===== config.mk =====
export PLATFORM = sky130hd
export DESIGN_NAME = keypad_mode_led_controller_flat
export DESIGN_NICKNAME = d
export VERILOG_FILES = /design/src/sv/kmlc_pkg.sv /design/src/sv/kmlc_if.sv /design/src/sv/kmlc_led_dec.sv /design/src/sv/kmlc_core.sv /design/src/sv/keypad_mode_led_controller.sv /design/src/flat_wrapper.sv
export VERILOG_INCLUDE_DIRS = /design/src /design/src/sv
export SDC_FILE = /design/constraint.sdc
export NUM_CORES = 1
export LEC_CHECK = 0
export ABC_AREA = 1
export BUFFER_PORTS_ARGS = -buffer_cell sky130_fd_sc_hd__buf_2
export CAP_MARGIN = 20
export CORE_AREA = 10 10 117 119
export DETAILED_ROUTE_END_ITERATION = 7
export DIE_AREA = 0 0 127 129
export GPL_TIMING_DRIVEN = 0
export PLACE_DENSITY = 0.59
export SETUP_SLACK_MARGIN = 0.5
export SLEW_MARGIN = 40
export SYNTH_ARGS = -nofsm -noshare
export SYNTH_HDL_FRONTEND = slang
export SYNTH_HIERARCHICAL = 1
export SYNTH_SLANG_ARGS = --single-unit

===== constraint.sdc =====
create_clock -name clk -period 5.4 [get_ports clk]
set_clock_uncertainty 0.05 [all_clocks]
set_input_delay 0.54 -clock clk [delete_from_list [all_inputs] [get_ports clk]]
set_output_delay 0.54 -clock clk [all_outputs]
set_load 0.02 [all_outputs]

===== src/sv/keypad_mode_led_controller_defines.svh =====
// Assertion macros shared by the keypad mode LED controller RTL.
// No dependencies; expects clk and rst_n in the scope of each use.
`ifndef KEYPAD_MODE_LED_CONTROLLER_DEFINES_SVH
`define KEYPAD_MODE_LED_CONTROLLER_DEFINES_SVH

// Same-cycle implication, disabled during reset.
`define KMLC_ASSERT_IMP(label, ante, cons, msg) \
  label: assert property (@(posedge clk) disable iff (!rst_n) (ante) |-> (cons)) \
    else $error(msg);

// Next-cycle implication, disabled during reset.
`define KMLC_ASSERT_NXT(label, ante, cons, msg) \
  label: assert property (@(posedge clk) disable iff (!rst_n) (ante) |=> (cons)) \
    else $error(msg);

`endif


===== src/sv/kmlc_pkg.sv =====
// Types, codes and LED tables for the keypad mode LED controller.
// No dependencies; used by every other file of the block but the macro header.
package kmlc_pkg;

  typedef logic [4:0] mode_t;
  typedef logic [3:0] keys_t;
  typedef logic [5:0] leds_t;
  typedef logic [1:0] cfg_idx_t;
  typedef logic [7:0] tick_t;

  // Operating modes
  localparam mode_t MODE_RUN           = 5'd0;
  localparam mode_t MODE_IN_CAL        = 5'd1;
  localparam mode_t MODE_IN_LOW        = 5'd2;
  localparam mode_t MODE_IN_HIGH       = 5'd3;
  localparam mode_t MODE_IN_DONE       = 5'd4;
  localparam mode_t MODE_OUT_CAL       = 5'd5;
  localparam mode_t MODE_OUT_LOW       = 5'd6;
  localparam mode_t MODE_OUT_HIGH      = 5'd7;
  localparam mode_t MODE_OUT_DONE      = 5'd8;
  localparam mode_t MODE_SAVE_CAL      = 5'd9;
  localparam mode_t MODE_STORE_DONE    = 5'd10;
  localparam mode_t MODE_RECALL_CAL    = 5'd11;
  localparam mode_t MODE_RESTORE_DONE  = 5'd12;
  localparam mode_t MODE_SENSOR_BROKEN = 5'd13;
  localparam mode_t MODE_COMM_FAIL     = 5'd14;
  localparam mode_t MODE_MEM_CORRUPT   = 5'd15;
  localparam mode_t MODE_PWM_CHK       = 5'd16;
  localparam mode_t MODE_COUNT         = 5'd17;

  // Key codes
  localparam keys_t KEY_SET = 4'b0001;
  localparam keys_t KEY_UP  = 4'b0010;
  localparam keys_t KEY_DN  = 4'b0100;
  localparam keys_t KEY_ENT = 4'b1000;
  localparam keys_t KEYS_SET_DOWN   = KEY_SET | KEY_DN;
  localparam keys_t KEYS_SET_UP     = KEY_SET | KEY_UP;
  localparam keys_t KEYS_UP_ENTER   = KEY_UP | KEY_ENT;
  localparam keys_t KEYS_DOWN_ENTER = KEY_DN | KEY_ENT;

  // Lone-key codes
  localparam logic [1:0] SINGLE_NONE = 2'd0;
  localparam logic [1:0] SINGLE_UP   = 2'd1;
  localparam logic [1:0] SINGLE_DOWN = 2'd2;

  // Item kinds
  localparam logic FUNC_SCAN  = 1'b0;
  localparam logic FUNC_FORCE = 1'b1;

  // Configuration register indexes and reset values
  localparam cfg_idx_t CFG_SHORT_HOLD = 2'd0;
  localparam cfg_idx_t CFG_LONG_HOLD  = 2'd1;
  localparam cfg_idx_t CFG_FLASH      = 2'd2;
  localparam tick_t SHORT_HOLD_RST = 8'd50;
  localparam tick_t LONG_HOLD_RST  = 8'd100;
  localparam tick_t FLASH_RST      = 8'd5;

  typedef struct packed {
    logic  func;
    keys_t keys;
    mode_t forced_mode;
  } kmlc_item_t;

  typedef struct packed {
    tick_t short_hold_ticks;
    tick_t long_hold_ticks;
    tick_t flash_ticks;
  } kmlc_cfg_t;

  typedef struct packed {
    mode_t      mode;
    logic       cal_active;
    leds_t      led_levels;
    logic [1:0] single_key;
  } kmlc_result_t;

  // LEDs lit steadily in each mode
  function automatic leds_t lit_mask(mode_t m);
    leds_t r;
    case (m)
      MODE_IN_CAL, MODE_IN_LOW:     r = 6'd8;
      MODE_IN_HIGH:                 r = 6'd12;
      MODE_IN_DONE:                 r = 6'd14;
      MODE_OUT_CAL, MODE_OUT_LOW:   r = 6'd1;
      MODE_OUT_HIGH:                r = 6'd5;
      MODE_OUT_DONE:                r = 6'd7;
      MODE_STORE_DONE:              r = 6'd6;
      MODE_RESTORE_DONE:            r = 6'd9;
      MODE_COMM_FAIL:               r = 6'd48;
      default:                      r = 6'd0;
    endcase
    return r;
  endfunction

  // LEDs that flash in each mode
  function automatic leds_t flash_mask(mode_t m);
    leds_t r;
    case (m)
      MODE_IN_LOW, MODE_OUT_LOW:    r = 6'd4;
      MODE_IN_HIGH, MODE_OUT_HIGH:  r = 6'd2;
      MODE_SAVE_CAL:                r = 6'd6;
      MODE_RECALL_CAL:              r = 6'd9;
      MODE_SENSOR_BROKEN:           r = 6'd16;
      MODE_MEM_CORRUPT:             r = 6'd48;
      MODE_PWM_CHK:                 r = 6'd15;
      default:                      r = 6'd0;
    endcase
    return r;
  endfunction

endpackage


===== src/sv/kmlc_if.sv =====
// Valid/ready channel interfaces for the keypad mode LED controller.
// Depends on kmlc_pkg for the payload field types.
interface kmlc_in_if;
  logic               valid;
  logic               ready;
  logic               func;
  kmlc_pkg::keys_t    keys;
  kmlc_pkg::mode_t    forced_mode;

  modport source (output valid, output func, output keys, output forced_mode, input ready);
  modport sink   (input valid, input func, input keys, input forced_mode, output ready);
endinterface

interface kmlc_out_if;
  logic               valid;
  logic               ready;
  kmlc_pkg::mode_t    mode;
  logic               cal_active;
  kmlc_pkg::leds_t    led_levels;
  logic [1:0]         single_key;

  modport source (output valid, output mode, output cal_active, output led_levels,
                  output single_key, input ready);
  modport sink   (input valid, input mode, input cal_active, input led_levels,
                  input single_key, output ready);
endinterface


===== src/sv/kmlc_led_dec.sv =====
// Mode to LED pin level decoder (active-low pins, flashing LEDs follow the phase).
// Depends on kmlc_pkg for the LED tables.
module kmlc_led_dec (
  input  kmlc_pkg::mode_t mode,
  input  logic            flash_phase,
  output kmlc_pkg::leds_t led_levels
);
  import kmlc_pkg::*;

  leds_t lit;
  leds_t fl;

  assign lit = lit_mask(mode);
  assign fl  = flash_mask(mode);

  // Low where lit or flashing; flashing LEDs go dark again on the high phase.
  assign led_levels = ~(lit | fl) | (flash_phase ? fl : '0);
endmodule


===== src/sv/kmlc_core.sv =====
// Mode state and next-state logic: hold counter, armed ENTER, flash phase.
// Depends on kmlc_pkg and the assertion macro header.
`include "keypad_mode_led_controller_defines.svh"

module kmlc_core (
  input  logic                 clk,
  input  logic                 rst_n,
  input  logic                 step_en,
  input  kmlc_pkg::kmlc_item_t item,
  input  kmlc_pkg::kmlc_cfg_t  cfg,
  output kmlc_pkg::mode_t      mode_nxt,
  output logic                 cal_nxt,
  output logic                 flash_phase_nxt,
  output logic [1:0]           single_key
);
  import kmlc_pkg::*;

  mode_t mode_r;
  logic  cal_r;
  logic  first_tick_r, first_tick_nxt;
  keys_t held_combo_r, held_combo_nxt;
  tick_t hold_count_r, hold_count_nxt;
  logic  enter_armed_r, enter_armed_nxt;
  tick_t flash_count_r, flash_count_nxt;
  logic  flash_phase_r;

  // Combination decode
  logic  combo_hit;
  tick_t combo_limit;
  mode_t combo_target;
  logic  combo_cal;
  tick_t hold_base;
  tick_t hold_inc;
  tick_t flash_inc;

  // Checker helpers
  logic  cal_mode_ok;
  logic  scan_step;

  always_comb begin
    combo_hit    = 1'b1;
    combo_limit  = cfg.short_hold_ticks;
    combo_target = MODE_IN_CAL;
    combo_cal    = 1'b1;
    case (item.keys)
      KEYS_SET_DOWN: begin
        combo_target = MODE_IN_CAL;
      end
      KEYS_SET_UP: begin
        combo_target = MODE_OUT_CAL;
      end
      KEYS_UP_ENTER: begin
        combo_limit  = cfg.long_hold_ticks;
        combo_target = MODE_RECALL_CAL;
        combo_cal    = 1'b0;
      end
      KEYS_DOWN_ENTER: begin
        combo_target = MODE_PWM_CHK;
      end
      default: begin
        combo_hit = 1'b0;
      end
    endcase
  end

  // Restart on a new combination, saturate at the top.
  assign hold_base = (held_combo_r == item.keys) ? hold_count_r : '0;
  assign hold_inc  = (hold_base == '1) ? hold_base : hold_base + 8'd1;
  assign flash_inc = (flash_count_r == '1) ? flash_count_r : flash_count_r + 8'd1;

  always_comb begin
    mode_nxt        = mode_r;
    cal_nxt         = cal_r;
    first_tick_nxt  = first_tick_r;
    held_combo_nxt  = held_combo_r;
    hold_count_nxt  = hold_count_r;
    enter_armed_nxt = enter_armed_r;
    flash_count_nxt = flash_count_r;
    flash_phase_nxt = flash_phase_r;
    single_key      = SINGLE_NONE;
    if (step_en) begin
      if (item.func == FUNC_FORCE) begin
        if (item.forced_mode < MODE_COUNT) begin
          mode_nxt = item.forced_mode;
          cal_nxt  = (item.forced_mode >= MODE_IN_CAL) && (item.forced_mode <= MODE_OUT_DONE);
        end
      end else begin
        if (flash_inc >= cfg.flash_ticks) begin
          flash_phase_nxt = ~flash_phase_r;
          flash_count_nxt = '0;
        end else begin
          flash_count_nxt = flash_inc;
        end
        if (item.keys == KEY_UP) begin
          single_key = SINGLE_UP;
        end else if (item.keys == KEY_DN) begin
          single_key = SINGLE_DOWN;
        end
        first_tick_nxt = 1'b0;
        held_combo_nxt = '0;
        hold_count_nxt = '0;
        if (first_tick_r && item.keys == KEYS_DOWN_ENTER) begin
          mode_nxt = MODE_SAVE_CAL;
          cal_nxt  = 1'b0;
        end else if (enter_armed_r) begin
          // Step the chain on ENTER release.
          if ((item.keys & KEY_ENT) == '0) begin
            enter_armed_nxt = 1'b0;
            case (mode_r) inside
              MODE_IN_CAL, MODE_IN_LOW, MODE_IN_HIGH,
              MODE_OUT_CAL, MODE_OUT_LOW, MODE_OUT_HIGH: begin
                mode_nxt = mode_r + 5'd1;
                cal_nxt  = 1'b1;
              end
              MODE_IN_DONE, MODE_OUT_DONE, MODE_SAVE_CAL,
              MODE_RECALL_CAL, MODE_PWM_CHK: begin
                mode_nxt = MODE_RUN;
                cal_nxt  = 1'b0;
              end
              default: begin
                mode_nxt = mode_r;
              end
            endcase
          end
        end else if (item.keys == KEY_ENT) begin
          enter_armed_nxt = 1'b1;
        end else if (!cal_r && combo_hit) begin
          held_combo_nxt = item.keys;
          if (hold_inc >= combo_limit) begin
            mode_nxt       = combo_target;
            cal_nxt        = combo_cal;
            hold_count_nxt = '0;
          end else begin
            hold_count_nxt = hold_inc;
          end
        end
      end
    end
  end

  always_ff @(posedge clk) begin
    if (!rst_n) begin
      mode_r        <= MODE_RUN;
      cal_r         <= 1'b0;
      first_tick_r  <= 1'b1;
      held_combo_r  <= '0;
      hold_count_r  <= '0;
      enter_armed_r <= 1'b0;
      flash_count_r <= '0;
      flash_phase_r <= 1'b0;
    end else begin
      mode_r        <= mode_nxt;
      cal_r         <= cal_nxt;
      first_tick_r  <= first_tick_nxt;
      held_combo_r  <= held_combo_nxt;
      hold_count_r  <= hold_count_nxt;
      enter_armed_r <= enter_armed_nxt;
      flash_count_r <= flash_count_nxt;
      flash_phase_r <= flash_phase_nxt;
    end
  end

  assign cal_mode_ok = ((mode_r >= MODE_IN_CAL) && (mode_r <= MODE_OUT_DONE)) ||
                       (mode_r == MODE_PWM_CHK);
  assign scan_step   = step_en && (item.func == FUNC_SCAN);

  `KMLC_ASSERT_IMP(a_cal_mode, cal_r, cal_mode_ok, "calibration flag in a non-cal mode")
  `KMLC_ASSERT_IMP(a_armed_clear, enter_armed_r, (held_combo_r == '0 && hold_count_r == '0), "hold count while armed")
  `KMLC_ASSERT_IMP(a_first_fall, $fell(first_tick_r), $past(scan_step), "power-on flag cleared early")
  `KMLC_ASSERT_IMP(a_mode_range, 1'b1, (mode_r < MODE_COUNT), "mode register out of range")
endmodule


===== src/sv/keypad_mode_led_controller.sv =====
// Top level of the keypad mode LED controller: channel registers and config.
// Depends on kmlc_pkg, kmlc_if, kmlc_core, kmlc_led_dec and the macro header.
//
// Usage:
//   in_ch  carries one item per transfer: a scan tick (func 0) with the
//          debounced key set, or a forced mode write (func 1).
//   out_ch returns exactly one result per item: mode, calibration flag,
//          six active-low LED levels and the lone-key code.
//   cfg_*  writes the hold and flash tick counts; write only while idle.
// Timing:
//   An accepted item is held in the input register, is evaluated
//   against the mode state by one pass of compare/increment/decode logic and
//   lands in the output register once that slot is free: the result passes
//   through both registers before it can transfer. One item per cycle is
//   sustained while out_ch.ready stays high.
// Reset (rst_n low, synchronous): both channel stages empty, normal mode,
//   power-on flag set, counters and flash phase cleared, config at defaults.
// Stall: while out_ch.ready is low the result holds and the input register
//   still fills; in_ch.ready drops only when both stages are full.
`include "keypad_mode_led_controller_defines.svh"

module keypad_mode_led_controller (
  input  logic                 clk,
  input  logic                 rst_n,
  kmlc_in_if.sink              in_ch,
  kmlc_out_if.source           out_ch,
  input  logic                 cfg_we,
  input  kmlc_pkg::cfg_idx_t   cfg_idx,
  input  kmlc_pkg::tick_t      cfg_wdata
);
  import kmlc_pkg::*;

  // Configuration registers
  kmlc_cfg_t cfg_r;

  always_ff @(posedge clk) begin
    if (!rst_n) begin
      cfg_r.short_hold_ticks <= SHORT_HOLD_RST;
      cfg_r.long_hold_ticks  <= LONG_HOLD_RST;
      cfg_r.flash_ticks      <= FLASH_RST;
    end else if (cfg_we) begin
      unique case (cfg_idx)
        CFG_SHORT_HOLD: cfg_r.short_hold_ticks <= cfg_wdata;
        CFG_LONG_HOLD:  cfg_r.long_hold_ticks  <= cfg_wdata;
        CFG_FLASH:      cfg_r.flash_ticks      <= cfg_wdata;
        default:        cfg_r                  <= cfg_r;
      endcase
    end
  end

  // Input stage
  logic       in_valid_r;
  kmlc_item_t item_r;
  logic       advance;
  logic       in_xfer;

  // Output stage
  logic         out_valid_r;
  kmlc_result_t res_r;
  kmlc_result_t res_nxt;
  logic         phase_nxt;
  logic         both_full;

  // Move the held item into the result register when that slot frees up.
  assign advance      = in_valid_r && (!out_valid_r || out_ch.ready);
  assign in_ch.ready  = !in_valid_r || advance;
  assign in_xfer      = in_ch.valid && in_ch.ready;

  always_ff @(posedge clk) begin
    if (!rst_n) begin
      in_valid_r <= 1'b0;
    end else if (in_xfer) begin
      in_valid_r <= 1'b1;
    end else if (advance) begin
      in_valid_r <= 1'b0;
    end
  end

  always_ff @(posedge clk) begin
    if (in_xfer) begin
      item_r.func        <= in_ch.func;
      item_r.keys        <= in_ch.keys;
      item_r.forced_mode <= in_ch.forced_mode;
    end
  end

  kmlc_core u_core (
    .clk             (clk),
    .rst_n           (rst_n),
    .step_en         (advance),
    .item            (item_r),
    .cfg             (cfg_r),
    .mode_nxt        (res_nxt.mode),
    .cal_nxt         (res_nxt.cal_active),
    .flash_phase_nxt (phase_nxt),
    .single_key      (res_nxt.single_key)
  );

  // LEDs follow the updated mode and phase.
  kmlc_led_dec u_led_dec (
    .mode        (res_nxt.mode),
    .flash_phase (phase_nxt),
    .led_levels  (res_nxt.led_levels)
  );

  always_ff @(posedge clk) begin
    if (!rst_n) begin
      out_valid_r <= 1'b0;
    end else if (advance) begin
      out_valid_r <= 1'b1;
    end else if (out_ch.ready) begin
      out_valid_r <= 1'b0;
    end
  end

  always_ff @(posedge clk) begin
    if (advance) begin
      res_r <= res_nxt;
    end
  end

  assign out_ch.valid      = out_valid_r;
  assign out_ch.mode       = res_r.mode;
  assign out_ch.cal_active = res_r.cal_active;
  assign out_ch.led_levels = res_r.led_levels;
  assign out_ch.single_key = res_r.single_key;

  assign both_full = in_valid_r && out_valid_r && !out_ch.ready;

  `KMLC_ASSERT_IMP(a_ready_low, !in_ch.ready, both_full, "input stalled with a free stage")
  `KMLC_ASSERT_NXT(a_adv_out, advance, out_valid_r, "result lost after advance")
  `KMLC_ASSERT_NXT(a_xfer_hold, (in_xfer && !advance), in_valid_r, "accepted item dropped")
endmodule

===== src/flat_wrapper.sv =====
// flat-port wrapper written by rule: the top's interface ports become plain ports
module keypad_mode_led_controller_flat import kmlc_pkg::*;
  (clk, rst_n, cfg_we, cfg_idx, cfg_wdata, in_ch_valid, in_ch_func, in_ch_keys, in_ch_forced_mode, in_ch_ready, out_ch_valid, out_ch_mode, out_ch_cal_active, out_ch_led_levels, out_ch_single_key, out_ch_ready);
  kmlc_in_if in_ch_i ();
  kmlc_out_if out_ch_i ();
  input  logic clk;
  input  logic rst_n;
  input  logic cfg_we;
  input  kmlc_pkg::cfg_idx_t cfg_idx;
  input  kmlc_pkg::tick_t cfg_wdata;
  input wire logic [$bits(in_ch_i.valid)-1:0] in_ch_valid;
  input wire logic [$bits(in_ch_i.func)-1:0] in_ch_func;
  input wire logic [$bits(in_ch_i.keys)-1:0] in_ch_keys;
  input wire logic [$bits(in_ch_i.forced_mode)-1:0] in_ch_forced_mode;
  output wire logic [$bits(in_ch_i.ready)-1:0] in_ch_ready;
  output wire logic [$bits(out_ch_i.valid)-1:0] out_ch_valid;
  output wire logic [$bits(out_ch_i.mode)-1:0] out_ch_mode;
  output wire logic [$bits(out_ch_i.cal_active)-1:0] out_ch_cal_active;
  output wire logic [$bits(out_ch_i.led_levels)-1:0] out_ch_led_levels;
  output wire logic [$bits(out_ch_i.single_key)-1:0] out_ch_single_key;
  input wire logic [$bits(out_ch_i.ready)-1:0] out_ch_ready;
  assign in_ch_i.valid = in_ch_valid;
  assign in_ch_i.func = in_ch_func;
  assign in_ch_i.keys = in_ch_keys;
  assign in_ch_i.forced_mode = in_ch_forced_mode;
  assign in_ch_ready = in_ch_i.ready;
  assign out_ch_valid = out_ch_i.valid;
  assign out_ch_mode = out_ch_i.mode;
  assign out_ch_cal_active = out_ch_i.cal_active;
  assign out_ch_led_levels = out_ch_i.led_levels;
  assign out_ch_single_key = out_ch_i.single_key;
  assign out_ch_i.ready = out_ch_ready;
  keypad_mode_led_controller u_core (.clk(clk), .rst_n(rst_n), .in_ch(in_ch_i), .out_ch(out_ch_i), .cfg_we(cfg_we), .cfg_idx(cfg_idx), .cfg_wdata(cfg_wdata));
endmodule

Word-level counts from Yosys, hierarchy flattened
Memories as Yosys holds them, arrays and structs flattened.
Index checks and enable logic that the tools add are counted.
{ "totals": {"ff_bits": 79, "rom_bits": 288, "input_bits": 25, "output_inout_bits": 16, "word_cells": 136, "mem_count": 2} }
{ "classes": {"n_addsub": 3, "magnitude_cmp": 5, "eq_ne": 23, "mux": 53, "bitwise_logic": 6, "n_reduce_logical": 23} }
{ "memory_table": {"columns": ["memory", "words", "word_bits", "rd", "rd_ports_with_merged_regs", "write_ports", "line_no", "rtl"], "rows": [
  ["(name not given)", 32, 6, 1, 0, 0, "kmlc_pkg.sv:98", "case (m)"],
  ["(name not given)", 16, 6, 1, 0, 0, "kmlc_pkg.sv:80", "case (m)"]
]} }
{ "op_table": {"columns": ["op", "n"], "rows": [
  ["2-to-1 mux 8 bit", 10],
  ["2-to-1 mux 5 bit", 11],
  ["2-to-1 mux 1 bit", 24],
  ["== test 5 x 3 -> 1 bit, second input constant", 4],
  ["adder 8 x 1 -> 8 bit, second input constant", 2],
  ["== test 8 bit, second input constant", 2],
  ["greater-or-equal comparator 8 bit", 2],
  ["2-to-1 mux 4 bit", 4],
  ["== test 5 x 4 -> 1 bit, second input constant", 3],
  ["case mux 5 bit (3 select lines)", 1],
  ["== test 4 bit, second input constant", 3],
  ["2-to-1 mux 6 bit", 2],
  ["OR 6 bit", 2],
  ["== test 5 x 2 -> 1 bit, second input constant", 2],
  ["== test 4 x 2 -> 1 bit, second input constant", 2],
  ["== test 4 x 3 -> 1 bit, second input constant", 2],
  ["AND reduction 2 bit", 4],
  ["inverter 6 bit", 1],
  ["OR reduction 6 bit", 1],
  ["adder 5 x 1 -> 5 bit, second input constant", 1],
  ["== test 5 x 1 -> 1 bit, second input constant", 1],
  ["== test 5 bit, second input constant", 1],
  ["greater-or-equal comparator 5 x 1 -> 1 bit, second input constant", 1],
  ["less-or-equal comparator 5 x 4 -> 1 bit, second input constant", 1],
  ["16 further kinds", 26]
]} }

Longest topological paths before layout
Gate-level depths: netlist of the first run.
An unclocked memory read counts as a cell.
{ "logic_depth": {"word_depth": 17, "ltp_mapped": 35, "mapped_depth_nobuf": 35} }

Cells and area by module
Netlist of the first run, hierarchy kept.
{ "modules_own_cells": {"columns": ["mod", "n_inst", "cells_per_inst", "area_per_inst_um2", "seq_area_each_um2"], "rows": [
  ["kmlc_core", 1, 432, 2751.4, 580.6],
  ["keypad_mode_led_controller", 1, 179, 1819.2, 1241.2],
  ["kmlc_led_dec", 1, 67, 354.1, 0.0]
]} }

Least setup slack after synthesis of the first run
Ideal clock, no wire load.
{ "synth_timing": {"path_kind": "register to register", "startpoint": "register u_core/item_r[8] in the netlist's numbering", "endpoint": "register u_core.res_r, in the netlist u_core/out_ch.led_levels[1], data pin", "setup_time_ps": 252, "arrival_time_ps": 3956, "required_ps": 5098, "setup_slack_ps": 1142, "stages_incl_launch_ff": 34, "path_buffers": 1, "synth_period_minus_slack_ps": 4258, "cell_sequence": "edfxtp_1 buf_2 nand2_1 nand2_1 nor2_8 nand2_4 nor2_1 ha_1 nand3_1 nor2_4 nand3_4 o21ai_0 inv_1 ha_1 nand2_1 nand3_1 nand2_1 nand2_1 nand2_1 nand2_1 nand2_1 nand2_1 nand2_1 nand2_1 nand2_1 nand2_1 nand2_1 inv_1 ha_1 nand2_1 nor3_4 inv_2 nand3_1 nand2_1"} }
{ "synth_lines": {"columns": ["item", "line_no", "rtl"], "rows": [
  ["start, declared", "keypad_mode_led_controller.sv:53", "kmlc_item_t item_r;"],
  ["end signal, assigned", "keypad_mode_led_controller.sv:118", "res_r <= res_nxt;"],
  ["end, declared", "keypad_mode_led_controller.sv:59", "kmlc_result_t res_r;"]
]} }

==> impl_metrics.py, run 1 <==
metrics = {
    "outcome": {
        "status": "complete, no violations",
    },
    "worst_setup_path": {
        "slowest_delay_ns": 0.38,
        "endpoint_kind": "flop",
        "crit_buf_inv": 4,
        "crit_slowest_cell": "edfxtp_1",
        "rrSetupSlack_ns": 0.95,
        "r2r_cells": 33,
        "path_max_fanout": 10,
        "crit_start": "u_core/item_r[8]",
        "cp_num_cells": 33,
        "crit_family": "simple AND/OR/NAND/NOR gates",
        "cp-start-kind": "flop",
        "cp.required_ns": 5.46,
        "r2r_start": "u_core/item_r[8]",
        "critical_path_class": "flop to flop",
        "critPathMostFrequentCell": "nand2_1",
        "cp.arrival_ns": 4.51,
        "r2r-end": "u_core/out_ch.led_levels[2]",
    },
    "cts": {
        "cts-root-buf": "clkbuf_16",
        "htreeDepth": 3,
        "clk_path_buf_depth": 2,
        "cts_tree": "done",
        "clkTransAtPathRegs_ns": 0.07,
        "clock_latency_ns": 0.34,
        "cts_num_sinks": 79,
        "cts_inserted_buffers": 9,
    },
    "placed_design": {
        "dp_worst_setup_slack_ns": 0.378,
        "numPortBuffers": 40,
        "dpl.hpwl_um": 8870,
        "gp_congestion": 0.866,
    },
    "synth": {
        "synth_commonest_cells": "204 x nand2_1, 87 x inv_1, 65 x nor2_1",
        "ys_seq_area_share_pct": 37.0,
        "synth_cell_type_count": 42,
        "synth-seq-cells": 79,
        "syn_avg_cell_area_um2": 7.26,
        "syn_area_mm2": 0.00492,
        "synthCells": 678,
        "yosysMostFrequentCell": "nand2_1",
        "synth_nets": 731,
        "yosys_warnings": 6,
        "synthDominantCellAreaShare_pct": 22.4,
        "synth-edff-count": 24,
        "synth_ff_type": "dfxtp_1",
        "synth_area_leaders": "dfxtp_1 22%, nand2_1 16%, edfxtp_1 15%",
        "synth-async-reset-ratio_pct": 0,
        "yosys.area.top_type": "dfxtp_1",
    },
    "pwr": {
        "p_per_area_mw_per_mm2": 260,
        "irDropWorstVdd_v": 0.000128,
        "p_leak_nw": 2.83,
    },
    "detailed_routing": {
        "drc": 0,
        "wl_per_cell_um": 13.1,
        "firstDrtPassIters": 5,
        "first_iter_violations": 308,
        "vias": 4416,
        "ant_nets": 0,
        "vias_per_cell": 5.01,
        "routed_wl_um": 11600,
    },
    "timing": {
        "drv_slew": 0,
        "period_needed_ns": 4.45,
        "worst_pin_slew_ns": 0.593,
        "max_slew_margin_pct": 60.4,
        "fmax_mhz": 224,
        "whs_ns": 0.320,
        "hold_viol": 0,
        "setup_tns_ns": 0,
        "setup_ws_ns": 0.945,
        "grt_setup_unrepaired": "no",
        "setup_viol": 0,
        "period_share_pct": 82.5,
    },
    "cells_and_area": {
        "fillers": 1130,
        "synthToLayoutAreaGrowth_pct": 15.3,
        "nNetsFinal": 786,
        "antennaDiodeCount": 0,
        "drive_above_1_share_pct": 16.8,
    },
    "global_route": {
        "grt_pass1_wl_um": 19900,
        "gr-total-overflow": 0,
        "grt_pass1_vias": 4235,
        "grtUsageTotal_pct": 14.5,
        "antenna_found_initial": 0,
        "grt_max_degree": 17,
    },
    "worst_hold_path": {
        "whs_path_depth": 1,
        "min-delay-start": "in_ch_forced_mode[2]",
        "hp-class": "input pin to flop",
        "min_to": "u_core/item_r[2]",
    },
    "die": {
        "die_area_mm2": 0.0164,
        "die_y_um": 129,
        "die_x_um": 127,
        "num_rows": 39,
        "core-area_mm2": 0.0113,
        "io_pins": 41,
        "start_util_pct": 43.5,
    },
    "job": {
        "max-cap-violations": 0,
    },
}
-- layer usage --
metal | GRT usage (%) | up-vias | routed length (µm)
li1 | - | 2287 | -
met1 | 17.2 | 2025 | 5320
met4 | 5.76 | 0 | 222
met5 | 0 | - | 0
met2 | 25.4 | 85 | 5540
met3 | 2.79 | 19 | 492
-- power by group --
part	leakage [nW]	switching, W	total [W]	internal [W]
Clock	0.143	0.000255	0.000614	0.000359
Sequential	0.673	0.0000161	0.000656	0.000640
Combinational	2.01	0.000137	0.000207	0.0000697
Total	2.83	0.000408	0.00148	0.00107
-- worst max path at each step --
| stage | endpoint |
|---|---|
| after floorplan | u_core/out_ch.led_levels[1] |
| after global placement | u_core/out_ch.led_levels[2] |
| after detailed placement | u_core/out_ch.led_levels[2] |
| after CTS | u_core/out_ch.led_levels[2] |
| after global routing | u_core/out_ch.led_levels[2] |
| final | u_core/out_ch.led_levels[2] |
-- kinds of logic after synthesis --
logic type | share of synthesized area, %
and+or+nand+nor | 35.4
buffers and inverters | 9.25
DFF | 37.0
AOI/OAI and AO/OA | 8.36
adders and majority gates | 7.11
xor gates and xnor gates | 1.42
muxes | 1.42
-- layout make-up --
type | instances | area, µm² | share of cell area [%]
Timing Repair Buffer | 44 | 230 | 4.06
Clock inverter | 7 | 72.6 | 1.28
Clock buffer | 9 | 225 | 3.97
Buffer | 15 | 95.1 | 1.68
Tap cell | 143 | 179 | 3.15
Sequential cell | 79 | 1820 | 32.1
Multi-Input combinational cell | 488 | 2690 | 47.4
Inverter | 96 | 360 | 6.35
-- placed cells by master (no fill, tap or decap), types with 3 or more instances in the layout --
cell         n
nand2_1    200
inv_1       86
nor2_1      64
dfxtp_1     55
nand3_1     50
a21oi_1     47
buf_2       44
ha_1        27
edfxtp_1    24
nand2_2     11
nand4_1     10
clkbuf_16    9
inv_2        9
o21ai_0      8
buf_4        7
nor2_2       7
mux2i_1      7
a22oi_1      6
xor2_1       5
nand2_4      5
nor2_4       5
clkbuf_1     5
nand3_2      4
buf_6        3
xnor2_1      3
nor2_8       3
nand3_4      3
-- registers in the layout, summed over array words and instances, names as in the netlist, 2 cells and up --
signal                       count
u_core/out_ch.single_key         2
u_core/item_r                   10
u_core/u_core/flash_count_r      8
u_core/out_ch.mode               5
u_core/u_core/mode_r             5
u_core/u_core/hold_count_r       8
u_core/out_ch.led_levels         6
u_core/u_core/held_combo_r       4
u_core/cfg_r                    24
-- per-stage QoR --
stage | instances | util, % | area [µm²] | total power (W)
final | 881 | 50.1 | 5680 | 0.00148
after global routing | 881 | 50.1 | 5680 | 0.00154
after CTS | 877 | 49.6 | 5620 | 0.00149
after detailed placement | 861 | 46.9 | 5320 | 0.000872
after global placement | 861 | 46.9 | 5300 | 0.000868
after floorplan | 678 | - | 4920 | 0.000813
-- timing repair --
action	in CTS	in global routing
hold buffers	0	0
pin swaps	0	3
setup buffers	0	4
setup endpoints to repair	4	6
gates cloned	0	0
resized for setup	2	10
No activity file was read; power rests on OpenSTA's default activity.
==> inputs of run 2 (changes only) <==
--- a/config.mk
+++ b/config.mk
@@ -6,14 +6,14 @@
 export SDC_FILE = /design/constraint.sdc
 export NUM_CORES = 1
 export LEC_CHECK = 0
-export ABC_AREA = 1
+export ABC_AREA = 0
 export BUFFER_PORTS_ARGS = -buffer_cell sky130_fd_sc_hd__buf_2
 export CAP_MARGIN = 20
 export CORE_AREA = 10 10 117 119
 export DETAILED_ROUTE_END_ITERATION = 7
 export DIE_AREA = 0 0 127 129
 export GPL_TIMING_DRIVEN = 0
-export PLACE_DENSITY = 0.59
+export PLACE_DENSITY = 0.61
 export SETUP_SLACK_MARGIN = 0.5
 export SLEW_MARGIN = 40
 export SYNTH_ARGS = -nofsm -noshare
==> constraint.sdc (replaced) <==
create_clock -name clk -period 3.8 [get_ports clk]
set_clock_uncertainty 0.05 [all_clocks]
set_input_delay 0.38 -clock clk [delete_from_list [all_inputs] [get_ports clk]]
set_output_delay 0.38 -clock clk [all_outputs]
set_load 0.02 [all_outputs]
==> run 2 against run 1 <==
  * The flow now finishes with violations (negative setup slack)
  * Critical path type unchanged
  * Core utilization grew 4.9 points
  * Non-clock buffer count grew 46
  * Synthesized cell count shrank 22%
  * Global-route usage grew 0.65 points
  * Total power grew 46%
  * First-iteration DRC count grew 17%
==> impl_metrics.py, run 2 <==
metrics = {
    "synth": {
        "yosysMostFrequentCell": "dfxtp_1",
        "yosys.area.top_type": "dfxtp_1",
        "synth-edff-count": 24,
        "synth_ff_type": "dfxtp_1",
        "synthDominantCellAreaShare_pct": 22.6,
        "synth-seq-cells": 79,
        "syn_area_mm2": 0.00488,
        "synth-async-reset-ratio_pct": 0,
        "synth_commonest_cells": "55 x dfxtp_1, 50 x nand2_1, 35 x a21oi_1",
        "syn_avg_cell_area_um2": 9.21,
        "yosys_warnings": 6,
        "synth_area_leaders": "dfxtp_1 23%, edfxtp_1 15%, ha_1 7.2%",
        "synth_cell_type_count": 82,
        "synth_nets": 583,
        "synthCells": 530,
        "ys_seq_area_share_pct": 37.3,
    },
    "cells_and_area": {
        "antennaDiodeCount": 0,
        "drive_above_1_share_pct": 29.8,
        "fin_area_mm2": 0.00623,
        "regArea_mm2": 0.00182,
        "post-route-util_pct": 55.1,
        "largest_reg_flops": 24,
        "top_regs": "u_core/cfg_r: 24 flops, u_core/item_r: 10 flops",
        "layout_commonest_cell": "dfxtp_1",
        "top_register": "u_core/cfg_r",
        "mostFrequentLayoutCells": "55 x dfxtp_1, 48 x buf_2, 46 x nand2_1",
        "synthToLayoutAreaGrowth_pct": 27.7,
        "nNetsFinal": 667,
        "fillers": 1037,
        "multiInputGateArea_mm2": 0.00313,
    },
    "detailed_routing": {
        "vias_per_cell": 5.62,
        "routed_wl_um": 12500,
        "drc": 0,
        "wl_per_cell_um": 16.5,
        "ant_nets": 0,
        "first_iter_violations": 359,
        "vias": 4274,
        "firstDrtPassIters": 5,
    },
    "die": {
        "die_x_um": 127,
        "io_pins": 41,
        "core-area_mm2": 0.0113,
        "die_area_mm2": 0.0164,
        "num_rows": 39,
        "start_util_pct": 43.1,
        "die_y_um": 129,
    },
    "worst_setup_path": {
        "crit_buf_inv": 2,
        "crit_slowest_cell": "edfxtp_1",
        "cp-start-kind": "flop",
        "cp.arrival_ns": 4.86,
        "path_max_fanout": 6,
        "critical_path_class": "flop to flop",
        "cp.required_ns": 3.85,
        "slowest_delay_ns": 0.41,
        "crit_chain": "buf_6 -> xor2_2 -> nor4_4 -> buf_6 -> and2_4 -> ha_4 -> nand4_1 -> or2_4 -> nand3_2 -> o211a_1 -> ha_4 -> a211o_1 -> a21oi_2 -> o31ai_4 -> a21oi_4 -> o211a_1 -> or2_4 -> ha_2 -> nor2b_1 -> o31ai_1 -> mux2_4 -> o22a_1",
        "crit_family": "compound AO/OA/AOI/OAI gates",
        "endpoint_kind": "flop",
    },
    "global_route": {
        "grtUsageTotal_pct": 15.2,
        "grt_max_degree": 22,
        "gr-total-overflow": 0,
        "grt_pass1_vias": 4204,
        "grt_pass1_wl_um": 20300,
        "antenna_found_initial": 0,
    },
    "cts": {
        "clock_latency_ns": 0.35,
        "clk_path_buf_depth": 2,
        "cts_num_sinks": 79,
        "cts-root-buf": "clkbuf_16",
        "clkTransAtPathRegs_ns": 0.06,
        "cts_inserted_buffers": 9,
        "htreeDepth": 3,
        "cts_tree": "done",
    },
    "pwr": {
        "p_per_area_mw_per_mm2": 346,
        "irDropWorstVdd_v": 0.000224,
        "finalPower_w": 0.00216,
        "p_leak_nw": 2.54,
    },
    "timing": {
        "setup_viol": 20,
        "setup_ws_ns": -1.01,
        "max_slew_margin_pct": 50.0,
        "hold_viol": 0,
        "period_share_pct": 127,
        "period_needed_ns": 4.81,
        "worst_pin_slew_ns": 0.749,
        "drv_slew": 0,
        "whs_ns": 0.159,
        "fmax_mhz": 208,
        "grt_setup_unrepaired": "yes",
    },
    "outcome": {
        "violations": "negative setup slack",
        "status": "finished, violations left",
    },
    "job": {
        "max-cap-violations": 0,
    },
    "placed_design": {
        "dpl.hpwl_um": 8760,
        "numPortBuffers": 40,
        "dp_worst_setup_slack_ns": -1.58,
        "gp_congestion": 0.893,
        "place_area_mm2": 0.00538,
    },
    "worst_hold_path": {
        "hp-class": "input pin to flop",
    },
}
run 2: final cells by class:
type	count	share of cell area [%]
repair buffers	73	7.93
clock inverters	4	0.421
inverters	28	1.73
clock buffers	11	4.23
well taps	143	2.87
plain buffers	32	3.41
flip-flops and latches	79	29.2
multi-input cells	391	50.2
run 2: where the power goes:
group / switching, W / internal, W
clock: 0.000350 / 0.000497
sequential: 0.0000261 / 0.000908
combinational: 0.000209 / 0.000168
total: 0.000585 / 0.00157
run 2: logic make-up (layout without fill, tap and decap cells):
family / Yosys count / in the layout / synth area share, %
simple gates: 186 / 186 / 20.8
xor+xnor: 11 / 11 / 2.13
compound gates: 131 / 131 / 19.2
buf+inv: 60 / 148 / 6.10
mux: 35 / 35 / 7.28
flops: 79 / 79 / 37.3
fa+ha+maj: 28 / 28 / 7.18
run 2: stage by stage:
| step | instances | setup TNS (ns) |
|---|---|---|
| finish | 761 | -8.85 |
| global placement | 713 | -16.68 |
| floorplan | 530 | -4.48 |
| CTS | 754 | -5.96 |
| global route | 761 | -13.55 |
| detailed placement | 714 | -16.85 |
run 2: layer usage:
metal  GRT usage (%)  wire (µm)
met3            2.79        604
met4            7.03        301
met5               0          0
met1            19.1       5650
met2            24.7       5960
run 2: worst paths after layout:
kind	startpoint	end	slack, ns	cells after the start
min	in_ch_forced_mode[0]	u_core/item_r[0]	0.16	1
min reg2reg	u_core/cfg_r[16]	u_core/cfg_r[16]	0.41	2
max reg2reg	u_core/item_r[7]	u_core/out_ch.led_levels[2]	-1.01	22
max	u_core/item_r[7]	u_core/out_ch.led_levels[2]	-1.01	22
run 2: repair_timing:
action | 4_1_cts | 5_1_grt
setup buffers | 25 | 6
gates resized for setup | 37 | 29
hold buffers | 0 | 0
setup endpoints to repair | 26 | 32
pin swaps | 21 | 21
cloned | 0 | 1
